--- config.mk ---
export PLATFORM = sky130hd
export DESIGN_NAME = directory_entry_table_core
export DESIGN_NICKNAME = d
export VERILOG_FILES = /design/src/design/dentab_pkg.sv /design/src/design/directory_entry_table_core.sv
export SDC_FILE = /design/constraint.sdc
export NUM_CORES = 2
export LEC_CHECK = 0
export BUFFER_PORTS_ARGS = -buffer_cell sky130_fd_sc_hd__buf_2
export CAP_MARGIN = 10
export CORE_UTILIZATION = 40
export CTS_BUF_LIST = sky130_fd_sc_hd__clkbuf_8
export CTS_CLUSTER_DIAMETER = 100
export DETAILED_ROUTE_END_ITERATION = 10
export GPL_TIMING_DRIVEN = 0
export RECOVER_POWER = 50
export SYNTH_ARGS = -nofsm -noshare
export SYNTH_HDL_FRONTEND = slang
export SYNTH_SLANG_ARGS = --single-unit
--- constraint.sdc ---
create_clock -name clk -period 14.3 [get_ports clk]
set_input_delay 2.145 -clock clk [delete_from_list [all_inputs] [get_ports clk]]
set_output_delay 2.145 -clock clk [all_outputs]
set_load 0.05 [all_outputs]
--- src/design/dentab_pkg.sv ---
`default_nettype none

package dentab_pkg;

    // Table geometry
    localparam int CAPACITY   = 16;
    localparam int NAME_BYTES = 8;
    localparam int LIST_LIMIT = 16;

    localparam int IDX_W  = (CAPACITY > 1) ? $clog2(CAPACITY) : 1;
    localparam int CNT_W  = $clog2(CAPACITY + 1);
    localparam int LCNT_W = $clog2(LIST_LIMIT + 1);

    // Field widths
    localparam int FUNC_W   = 2;
    localparam int NAME_W   = 64;
    localparam int INODE_W  = 32;
    localparam int STATUS_W = 2;
    localparam int COUNT_W  = 5;

    localparam int COUNT_MAX = 31;

    typedef logic [IDX_W-1:0]    idx_t;
    typedef logic [CNT_W-1:0]    cnt_t;
    typedef logic [LCNT_W-1:0]   lcnt_t;
    typedef logic [NAME_W-1:0]   name_t;
    typedef logic [INODE_W-1:0]  inode_t;
    typedef logic [STATUS_W-1:0] status_t;
    typedef logic [COUNT_W-1:0]  count_t;

    // Request codes
    localparam logic [FUNC_W-1:0] FUNC_WRITE = 2'd0;
    localparam logic [FUNC_W-1:0] FUNC_LIST  = 2'd1;
    localparam logic [FUNC_W-1:0] FUNC_CLEAR = 2'd2;

    // Status codes
    localparam status_t STATUS_OK    = 2'd0;
    localparam status_t STATUS_EMPTY = 2'd1;
    localparam status_t STATUS_FULL  = 2'd2;

    // Keep the first NAME_BYTES bytes up to the first zero byte
    function automatic name_t normalize_name(input name_t raw);
        name_t res;
        logic  stop;
        res  = '0;
        stop = 1'b0;
        for (int k = 0; k < NAME_BYTES; k++)
        begin
            if (raw[8*k +: 8] == 8'h00)
            begin
                stop = 1'b1;
            end
            if (!stop)
            begin
                res[8*k +: 8] = raw[8*k +: 8];
            end
        end
        return res;
    endfunction

    // Entry count as reported, saturating at the field maximum
    function automatic count_t sat_count(input cnt_t c);
        count_t res;
        if (32'(c) > COUNT_MAX)
        begin
            res = count_t'(COUNT_MAX);
        end
        else
        begin
            res = count_t'(c);
        end
        return res;
    endfunction

endpackage

`default_nettype wire

--- src/design/directory_entry_table_core.sv ---
`default_nettype none

// Directory entry table: CAPACITY slots of (name word, inode number).
// Input channel (in_valid/in_stall) carries func, entry_name, inode_number;
// an item transfers when in_valid is high and in_stall is low. Output channel
// (out_valid/out_stall) carries status, entry_count, has_entry, listed_name,
// listed_inode and last; a result transfers when out_valid is high and
// out_stall is low. One request is worked on at a time; in_stall stays high
// from the transfer of a request until its final result has transferred, and
// the next request can transfer in the cycle after that.
// Write: the name is compared against one slot per cycle through a single
// registered read port and one comparator; the scan ends early on a hit,
// and an empty name answers without a scan.
// List: slots are stepped one per cycle until the next used one, which is then
// read out through the load state; each listed entry is one result, the final one
// carries last. Clear and unused codes answer in the cycle after the transfer.
// A stalled result holds its fields until taken. Reset clears the slot valid
// bits and the entry count at once, so the table is empty with no sweep.

module directory_entry_table_core (
    input  wire logic                          clk,
    input  wire logic                          rst_n,
    input  wire logic                          in_valid,
    output logic                               in_stall,
    input  wire logic [dentab_pkg::FUNC_W-1:0] func,
    input  wire dentab_pkg::name_t             entry_name,
    input  wire dentab_pkg::inode_t            inode_number,
    output logic                               out_valid,
    input  wire logic                          out_stall,
    output dentab_pkg::status_t                status,
    output dentab_pkg::count_t                 entry_count,
    output logic                               has_entry,
    output dentab_pkg::name_t                  listed_name,
    output dentab_pkg::inode_t                 listed_inode,
    output logic                               last
);

    localparam logic [2:0] ST_IDLE      = 3'd0;
    localparam logic [2:0] ST_WR_SCAN   = 3'd1;
    localparam logic [2:0] ST_LIST_SEEK = 3'd2;
    localparam logic [2:0] ST_LIST_LOAD = 3'd3;
    localparam logic [2:0] ST_OUT       = 3'd4;

    localparam int CAP = dentab_pkg::CAPACITY;

    // Control state
    logic [2:0]              state_reg, state_next;
    logic [CAP-1:0]          valid_bits_reg, valid_bits_next;
    dentab_pkg::cnt_t        used_count_reg, used_count_next;
    logic                    out_valid_reg, out_valid_next;
    logic                    issue_on_reg, issue_on_next;
    logic                    rd_pend_reg, rd_pend_next;
    logic                    free_found_reg, free_found_next;
    logic                    list_more_reg, list_more_next;
    dentab_pkg::idx_t        ptr_reg, ptr_next;

    // Working payload
    dentab_pkg::name_t       name_reg, name_next;
    dentab_pkg::inode_t      inode_reg, inode_next;
    dentab_pkg::idx_t        rd_idx_reg, rd_idx_next;
    logic                    rd_vld_reg, rd_vld_next;
    dentab_pkg::idx_t        free_idx_reg, free_idx_next;
    dentab_pkg::lcnt_t       listed_cnt_reg, listed_cnt_next;
    logic                    last_pend_reg, last_pend_next;

    // Result register
    dentab_pkg::status_t     out_status_reg, out_status_next;
    dentab_pkg::count_t      out_count_reg, out_count_next;
    logic                    out_has_reg, out_has_next;
    dentab_pkg::name_t       out_name_reg, out_name_next;
    dentab_pkg::inode_t      out_inode_reg, out_inode_next;
    logic                    out_last_reg, out_last_next;

    // Slot storage
    dentab_pkg::name_t       name_mem [CAP];
    dentab_pkg::inode_t      inode_mem [CAP];
    dentab_pkg::name_t       rd_name_reg;
    dentab_pkg::inode_t      rd_inode_reg;
    logic                    mem_we_name;
    logic                    mem_we_inode;
    dentab_pkg::idx_t        mem_wr_addr;
    dentab_pkg::name_t       mem_wr_name;
    dentab_pkg::inode_t      mem_wr_inode;

    logic                    in_xfer;
    logic                    out_xfer;
    logic                    load_plain;
    dentab_pkg::status_t     plain_status;
    dentab_pkg::cnt_t        plain_count;
    dentab_pkg::name_t       norm_name;
    logic [CAP-1:0]          above_mask;

    assign in_stall = (state_reg != ST_IDLE);
    assign in_xfer  = in_valid && !in_stall;
    assign out_xfer = out_valid_reg && !out_stall;

    assign norm_name = dentab_pkg::normalize_name(entry_name);

    // Slots above the pointer, for the last-entry lookahead
    always_comb
    begin
        for (int i = 0; i < CAP; i++)
        begin
            above_mask[i] = (i > int'(ptr_reg));
        end
    end

    // Sequencer
    always_comb
    begin
        state_next      = state_reg;
        valid_bits_next = valid_bits_reg;
        used_count_next = used_count_reg;
        out_valid_next  = out_valid_reg;
        issue_on_next   = issue_on_reg;
        rd_pend_next    = rd_pend_reg;
        free_found_next = free_found_reg;
        list_more_next  = list_more_reg;
        ptr_next        = ptr_reg;
        name_next       = name_reg;
        inode_next      = inode_reg;
        rd_idx_next     = rd_idx_reg;
        rd_vld_next     = rd_vld_reg;
        free_idx_next   = free_idx_reg;
        listed_cnt_next = listed_cnt_reg;
        last_pend_next  = last_pend_reg;
        out_status_next = out_status_reg;
        out_count_next  = out_count_reg;
        out_has_next    = out_has_reg;
        out_name_next   = out_name_reg;
        out_inode_next  = out_inode_reg;
        out_last_next   = out_last_reg;
        mem_we_name     = 1'b0;
        mem_we_inode    = 1'b0;
        mem_wr_addr     = ptr_reg;
        mem_wr_name     = name_reg;
        mem_wr_inode    = inode_reg;
        load_plain      = 1'b0;
        plain_status    = dentab_pkg::STATUS_OK;
        plain_count     = used_count_reg;

        unique case (state_reg)
            ST_IDLE:
            begin
                if (in_xfer)
                begin
                    unique case (func)
                        dentab_pkg::FUNC_WRITE:
                        begin
                            name_next  = norm_name;
                            inode_next = inode_number;
                            if (norm_name == '0)
                            begin
                                load_plain   = 1'b1;
                                plain_status = dentab_pkg::STATUS_EMPTY;
                            end
                            else
                            begin
                                ptr_next        = '0;
                                issue_on_next   = 1'b1;
                                rd_pend_next    = 1'b0;
                                free_found_next = 1'b0;
                                state_next      = ST_WR_SCAN;
                            end
                        end
                        dentab_pkg::FUNC_LIST:
                        begin
                            if (valid_bits_reg == '0)
                            begin
                                load_plain = 1'b1;
                            end
                            else
                            begin
                                ptr_next        = '0;
                                listed_cnt_next = '0;
                                state_next      = ST_LIST_SEEK;
                            end
                        end
                        dentab_pkg::FUNC_CLEAR:
                        begin
                            valid_bits_next = '0;
                            used_count_next = '0;
                            load_plain      = 1'b1;
                            plain_count     = '0;
                        end
                        default:
                        begin
                            load_plain = 1'b1;
                        end
                    endcase
                end
            end

            ST_WR_SCAN:
            begin
                // Issue one slot read per cycle, tracking the lowest free slot
                rd_pend_next = issue_on_reg;
                if (issue_on_reg)
                begin
                    rd_idx_next = ptr_reg;
                    rd_vld_next = valid_bits_reg[ptr_reg];
                    if (!valid_bits_reg[ptr_reg] && !free_found_reg)
                    begin
                        free_found_next = 1'b1;
                        free_idx_next   = ptr_reg;
                    end
                    if (ptr_reg == dentab_pkg::idx_t'(CAP - 1))
                    begin
                        issue_on_next = 1'b0;
                    end
                    else
                    begin
                        ptr_next = ptr_reg + dentab_pkg::idx_t'(1);
                    end
                end
                // Compare the slot read last cycle
                if (rd_pend_reg)
                begin
                    if (rd_vld_reg && (rd_name_reg == name_reg))
                    begin
                        mem_we_inode = 1'b1;
                        mem_wr_addr  = rd_idx_reg;
                        load_plain   = 1'b1;
                    end
                    else if (rd_idx_reg == dentab_pkg::idx_t'(CAP - 1))
                    begin
                        load_plain = 1'b1;
                        if (free_found_reg)
                        begin
                            mem_we_name                   = 1'b1;
                            mem_we_inode                  = 1'b1;
                            mem_wr_addr                   = free_idx_reg;
                            valid_bits_next[free_idx_reg] = 1'b1;
                            used_count_next = used_count_reg + dentab_pkg::cnt_t'(1);
                            plain_count     = used_count_reg + dentab_pkg::cnt_t'(1);
                        end
                        else
                        begin
                            plain_status = dentab_pkg::STATUS_FULL;
                        end
                    end
                end
            end

            ST_LIST_SEEK:
            begin
                // Step to the next used slot; its read is issued in this cycle
                if (valid_bits_reg[ptr_reg])
                begin
                    last_pend_next =
                        (listed_cnt_reg == dentab_pkg::lcnt_t'(dentab_pkg::LIST_LIMIT - 1))
                        || ((valid_bits_reg & above_mask) == '0);
                    state_next = ST_LIST_LOAD;
                end
                else
                begin
                    ptr_next = ptr_reg + dentab_pkg::idx_t'(1);
                end
            end

            ST_LIST_LOAD:
            begin
                out_valid_next  = 1'b1;
                out_status_next = dentab_pkg::STATUS_OK;
                out_count_next  = dentab_pkg::sat_count(used_count_reg);
                out_has_next    = 1'b1;
                out_name_next   = rd_name_reg;
                out_inode_next  = rd_inode_reg;
                out_last_next   = last_pend_reg;
                list_more_next  = !last_pend_reg;
                state_next      = ST_OUT;
            end

            ST_OUT:
            begin
                if (out_xfer)
                begin
                    out_valid_next = 1'b0;
                    if (list_more_reg)
                    begin
                        ptr_next        = ptr_reg + dentab_pkg::idx_t'(1);
                        listed_cnt_next = listed_cnt_reg + dentab_pkg::lcnt_t'(1);
                        state_next      = ST_LIST_SEEK;
                    end
                    else
                    begin
                        state_next = ST_IDLE;
                    end
                end
            end

            default:
            begin
                state_next = ST_IDLE;
            end
        endcase

        // Single-result answer with empty listed fields
        if (load_plain)
        begin
            out_valid_next  = 1'b1;
            out_status_next = plain_status;
            out_count_next  = dentab_pkg::sat_count(plain_count);
            out_has_next    = 1'b0;
            out_name_next   = '0;
            out_inode_next  = '0;
            out_last_next   = 1'b1;
            list_more_next  = 1'b0;
            state_next      = ST_OUT;
        end
    end

    // Control registers
    always_ff @(posedge clk or negedge rst_n)
    begin
        if (!rst_n)
        begin
            state_reg      <= ST_IDLE;
            valid_bits_reg <= '0;
            used_count_reg <= '0;
            out_valid_reg  <= 1'b0;
            issue_on_reg   <= 1'b0;
            rd_pend_reg    <= 1'b0;
            free_found_reg <= 1'b0;
            list_more_reg  <= 1'b0;
            ptr_reg        <= '0;
        end
        else
        begin
            state_reg      <= state_next;
            valid_bits_reg <= valid_bits_next;
            used_count_reg <= used_count_next;
            out_valid_reg  <= out_valid_next;
            issue_on_reg   <= issue_on_next;
            rd_pend_reg    <= rd_pend_next;
            free_found_reg <= free_found_next;
            list_more_reg  <= list_more_next;
            ptr_reg        <= ptr_next;
        end
    end

    // Payload registers
    always_ff @(posedge clk)
    begin
        name_reg       <= name_next;
        inode_reg      <= inode_next;
        rd_idx_reg     <= rd_idx_next;
        rd_vld_reg     <= rd_vld_next;
        free_idx_reg   <= free_idx_next;
        listed_cnt_reg <= listed_cnt_next;
        last_pend_reg  <= last_pend_next;
        out_status_reg <= out_status_next;
        out_count_reg  <= out_count_next;
        out_has_reg    <= out_has_next;
        out_name_reg   <= out_name_next;
        out_inode_reg  <= out_inode_next;
        out_last_reg   <= out_last_next;
    end

    // Slot memory: one write port, one registered read port at the pointer
    always_ff @(posedge clk)
    begin
        if (mem_we_name)
        begin
            name_mem[mem_wr_addr] <= mem_wr_name;
        end
        if (mem_we_inode)
        begin
            inode_mem[mem_wr_addr] <= mem_wr_inode;
        end
        rd_name_reg  <= name_mem[ptr_reg];
        rd_inode_reg <= inode_mem[ptr_reg];
    end

    assign out_valid    = out_valid_reg;
    assign status       = out_status_reg;
    assign entry_count  = out_count_reg;
    assign has_entry    = out_has_reg;
    assign listed_name  = out_name_reg;
    assign listed_inode = out_inode_reg;
    assign last         = out_last_reg;

    // Entry count tracks the valid bits
    a_count_matches: assert property (@(posedge clk) disable iff (!rst_n)
        $countones(valid_bits_reg) == int'(used_count_reg))
        else $error("entry count differs from number of valid slots");

    // A result is only presented from the output state
    a_out_state: assert property (@(posedge clk) disable iff (!rst_n)
        out_valid_reg |-> (state_reg == ST_OUT))
        else $error("result valid outside output state");

    // Listed entries always report ok
    a_list_ok: assert property (@(posedge clk) disable iff (!rst_n)
        (out_valid_reg && out_has_reg) |-> (out_status_reg == dentab_pkg::STATUS_OK))
        else $error("listed entry with error status");

    // A lookup never runs on an empty name
    a_scan_name: assert property (@(posedge clk) disable iff (!rst_n)
        (state_reg == ST_WR_SCAN) |-> (name_reg != '0))
        else $error("lookup running with empty name");

endmodule

`default_nettype wire
Word-level counts from Yosys, hierarchy flattened --
Memories as Yosys holds them, arrays and structs flattened. A register that Yosys moved wholly into a read port is not among the register bits. Cells that the tools add are included.
Word-level totals: logic and storage cells 238, register bits after elaboration 249, memories 2, memory bits (writable) 1536
Memories:
- name_mem | depth 16, bits a word 64, read ports 1, clocked after memory_dff 1, write ports 1, line directory_entry_table_core.sv:75 | dentab_pkg::name_t name_mem [CAP];
- inode_mem | depth 16, bits a word 32, read ports 1, clocked after memory_dff 1, write ports 1, line directory_entry_table_core.sv:76 | dentab_pkg::inode_t inode_mem [CAP];
Operators by class: bitwise operators 2, add/sub/neg operators 3, reduce and logical (&&, ||, !) cells 41, $lt $le $gt $ge 18, mux-type cells 114, equality and inequality tests 36
Operator list (number):
- 16-bit 2-to-1 mux | 6
- 5-bit 2-to-1 mux | 13
- 64-bit equality test | 1
- 64-bit zero test | 1
- 8-bit zero test | 8
- 8-bit 2-to-1 mux | 8
- 4-bit 2-to-1 mux | 13
- 1-bit 2-to-1 mux | 45
- 4-bit > comparator (first input constant) | 8
- 16-bit zero test | 2
- 16-bit one-hot mux with 2 select lines | 1
- 2-bit != test (second input constant) | 15
- 5-bit one-hot mux with 2 select lines | 2
- 3-bit 2-to-1 mux | 6
- 16-bit AND | 1
- 3-bit by 4-bit > comparator with 1-bit output (first input constant) | 4
- 16-bit OR | 1
- 4-bit one-hot mux with 4 select lines | 1
- 3-bit != test (second input constant) | 5
- 3-bit one-hot mux with 5 select lines | 1
- 2-bit 2-to-1 mux | 7
- 7-bit AND reduction | 2
- 1-bit one-hot mux with 2 select lines | 6
- 6-bit AND reduction | 2
- other kinds (34) | 55

Logic depth before layout (Yosys ltp) --
word-level depth 17, mapped depth 10, gate-level depth less buffers 9

Least setup slack after synthesis --
No wires, ideal clock.
kind input port to flip-flop, from input func[0] (netlist name), to register inode_reg[0] (enable), buffers on the path 1, slack 4748 ps, cell stages on the path 2, data arrival time 8884 ps, setup time 668 ps, path through clkbuf_1 > nor3_1
Between the ends: cells in the longest elaborated chain, start to end 2
Ends and longest elaborated chain:
- start: declaration | line directory_entry_table_core.sv:25 | input wire logic [dentab_pkg::FUNC_W-1:0] func,
- 2-bit zero test | line directory_entry_table_core.sv:147 | unique case (func)
- 3-bit AND reduction (no line)
- end signal: assignment | line directory_entry_table_core.sv:346 | inode_reg <= inode_next;
- end: declaration | line directory_entry_table_core.sv:59 | dentab_pkg::inode_t inode_reg, inode_next;
Every way passes these cells. A chain may end at the register's enable or synchronous reset.

Final worst setup path --
from register name_reg[48] (netlist: mem_wr_name[48]), to memory name_mem[3][32] (netlist name) (enable)
Between the ends: cells in the longest elaborated chain, start to end 7
Ends and longest elaborated chain:
- start: declaration | line directory_entry_table_core.sv:58 | dentab_pkg::name_t name_reg, name_next;
- start signal: assignment | line directory_entry_table_core.sv:345 | name_reg <= name_next;
- 64-bit equality test * | line directory_entry_table_core.sv:219 | if (rd_vld_reg && (rd_name_reg == name_reg))
- 1-bit logical AND * | line directory_entry_table_core.sv:219
- 1-bit 2-to-1 mux | line directory_entry_table_core.sv:219
- 1-bit 2-to-1 mux | line directory_entry_table_core.sv:217 | if (rd_pend_reg)
- 1-bit 2-to-1 mux | line directory_entry_table_core.sv:142 | unique case (state_reg)
- 1-bit 2-to-1 mux | line directory_entry_table_core.sv:363 | if (mem_we_name)
- 1-bit 2-to-1 mux (implied by the code) | line directory_entry_table_core.sv:365 | name_mem[mem_wr_addr] <= mem_wr_name;
- end: declaration | line directory_entry_table_core.sv:75
Mark *: on every way between the ends. The rest lies on a longest branch, timed or not.

==> flow_summary.yaml <==
detailed_routing:
  viasPerCell: 5.55
  drtAntennaViolNets: 0
  drt_iter0_drc: 4205
  firstDrtPassIters: 9
  route.vias.total: 40259
  wire_per_inst_um: 27.8
  drc: 24
  totalWireLength_um: 201000
worst_setup_path:
  crit_slowest_cell: "xnor2_1"
  worstPathBufferInverterCount: 7
  criticalPathCategory: "flip-flop to flip-flop"
  reg2reg_depth: 15
  reg2reg_to: "name_mem[3][32]"
  endpoint_kind: "flip-flop"
  rr_startpoint: "mem_wr_name[48]"
  path_common_cell: "buf_4"
  arrival_ns: 6.79
  crit_chain: "xnor2_1, nand4_1, nor4_1, nand4_1, nor3_1, buf_6, mux2i_1, o21ai_1, buf_2, nor4_2, buf_4, buf_4, buf_4, buf_4, buf_4"
  rrSetupSlack_ns: 8.19
  worst-path-max-fanout: 17
  crit_family: "simple AND/OR/NAND/NOR gates"
  slowest_delay_ns: 0.85
  crit_required_ns: 14.98
  start_kind: "flip-flop"
layout:
  multiInputGateArea_mm2: 0.0160
  reg.largest.list: "name_mem: 1024 flops, inode_mem: 512 flops"
  post-route-cell-area_mm2: 0.0831
  final_util: 0.471
  nets: 4762
  final_common_cell: "edfxtp_1"
  seqCellArea_mm2: 0.0544
  area_delta_synth_final_pct: 16.7
  regMostFlops: "name_mem"
  drive_above_1_share: 0.189
  largest_reg_flops: 1024
  layout_common_cells: "edfxtp_1, mux2i_1, clkbuf_8"
  nFillCells: 14993
clock_network:
  clkTransAtPathRegs_ns: 0.06
  cts_buffers: 321
  cts_buffer_depth: 4
  postCtsResizedCells: 0
  cts_sinks: 1881
  h-tree-depth: 5
  clock-root-buffer: "clkbuf_8"
  clk_latency_ns: 1.05
  holdBufCountCts: 0
  cts_tree: "built"
  cts_setup_buffers: 0
logic_synthesis:
  ys_ff_latch: 1881
  synth_ff_type: "edfxtp_1"
  synth_area_per_cell_um2: 17.9
  yosysTopAreaCell: "edfxtp_1"
  synth_cells: 3976
  synth_top_cell_area_share: 0.698
  syn-num-nets: 4084
  yosys_warnings: 0
  netlist_area_mm2: 0.0711
  synthTopCellsByArea: "edfxtp_1, mux4_2, mux2i_1"
  synth_cell_types: 70
  yosysSeqAreaShare: 0.764
  synth_edf_count: 1654
  ys_async_sr_fraction: 0.0175
global_routing:
  grt_pass1_vias: 40096
  antenna_found_initial: 9
  grt_first_pass_wirelength_um: 286000
  grt_max_degree: 40
  grt.total_usage: 0.223
  grt_remaining_overflow: 0
timing:
  fin_worst_skew_ns: 0.0987
  slew_headroom: -0.283
  finalSetupTns_ns: 0
  worstMarginPinSlew_ns: 1.92
  min_period_ns: 6.11
  rsz0062_at_grt: "false"
  fmax_ghz: 0.164
  timing.hold.ws_ns: 0.421
  setup_violations: 0
  hold_violations: 0
  slew_violations: 34
  fin_crit_sh: 0.427
placement:
  port_buffers: 207
  place.gp.congestion: 0.859
  placed_area_mm2: 0.0772
  dp_hpwl_um: 138000
die:
  dieArea_mm2: 0.180
  rows: 154
  coreArea_mm2: 0.176
  initial_core_util: 0.403
  io_pins: 209
  dieWidth_um: 424
  die_h_um: 424
run_status:
  violations: "DRC, capacitance limit, slew limit"
  outcome: "complete, but fails checks"
power_and_ir_drop:
  totalPowerFinal_uw: 14300
  power.density_mw_per_mm2: 173
  clkPwrFrac: 0.316
  pwr-share-comb: 0.222
  seq_power_share: 0.463
  peakVddDrop_mv: 0.122
  p_switching_uw: 4540
  p_int_uw: 9800
  swShare: 0.317
  p_leak_uw: 0.0273
hold_path:
  hold_class: "flip-flop to flip-flop"
  hp-start: "rd_inode_reg[27]"
  hold_depth: 2
  hold_end: "listed_inode[27]"
job:
  maxCapViolations: 1
## routing by layer
metal  up-vias  global-route usage  part of all wire
met5         -                   0           0.00011
met4         4              0.0916             0.040
met3       363              0.0402             0.068
met2      1698               0.370              0.49
met1     20824               0.288              0.40
li1      17370                   -                 -
## synth_stat cells (38+ instances only)
cell type	number
and2_1	59
nor2_1	144
o22ai_1	98
o221ai_1	194
clkbuf_1	166
dfxtp_1	194
xnor2_1	38
nand2_1	241
a21oi_1	206
mux2i_1	396
edfxtp_1	1654
mux4_2	195
buf_1	46
## worst max path at each step
stage,startpoint,end,slack (ns),cells past startpoint
2_1_floorplan,func[0],inode_reg[0],4.75,2
3_3_place_gp,mem_wr_name[48],name_mem[3][32],-4.97,9
3_5_place_dp,entry_name[4],mem_wr_name[56],8.29,11
4_1_cts,mem_wr_name[48],name_mem[3][32],8.45,15
5_1_grt,mem_wr_name[48],name_mem[3][32],8.12,15
6_report,mem_wr_name[48],name_mem[3][32],8.19,15
## cell type report
| type | count | area share |
|---|---|---|
| buffer | 224 | 0.0105 |
| tap | 2340 | 0.0353 |
| sequential | 1881 | 0.655 |
| timing repair buffer | 355 | 0.0342 |
| inverter | 23 | 0.00104 |
| antenna | 7 | 0.000211 |
| multi-input combinational | 1848 | 0.192 |
| clock buffer | 362 | 0.0600 |
| clock inverter | 208 | 0.0118 |
## kinds of logic after synthesis
family          after synthesis  share of synthesized area
simple gates                625                     0.0424
compound gates              567                     0.0538
xor+xnor                     56                    0.00689
buf+inv                     247                     0.0135
flops                      1881                      0.764
fa+ha+maj                     6                    0.00106
mux                         594                      0.118
## worst reg2reg max path: cells and delay by family, from the launching register on
family / cells / cell delay [ns]
xor+xnor: 1 / 0.85
compound gates: 1 / 0.13
buf+inv: 7 / 1.58
mux: 1 / 0.34
simple gates: 5 / 2.23
flops: 1 / 0.63
## stage by stage
| step | setup WS [ns] | std cells |
|---|---|---|
| 2_1_floorplan | 4.75 | 3976 |
| 6_report | 8.19 | 7248 |
| 3_5_place_dp | 8.29 | 6669 |
| 3_3_place_gp | -4.97 | 6523 |
| 4_1_cts | 8.45 | 7239 |
| 5_1_grt | 8.12 | 7243 |
## power groups by stage
stage               clock, uW  sequential, uW  combinational [uW]
CTS                      4610            6630                3210
detailed placement          0            6740                3190
floorplan                   0            6950                1730
global placement            0            6750                3120
finish                   4530            6630                3180
global route             4860            6660                3340
No activity file was read; power rests on OpenSTA's default activity.
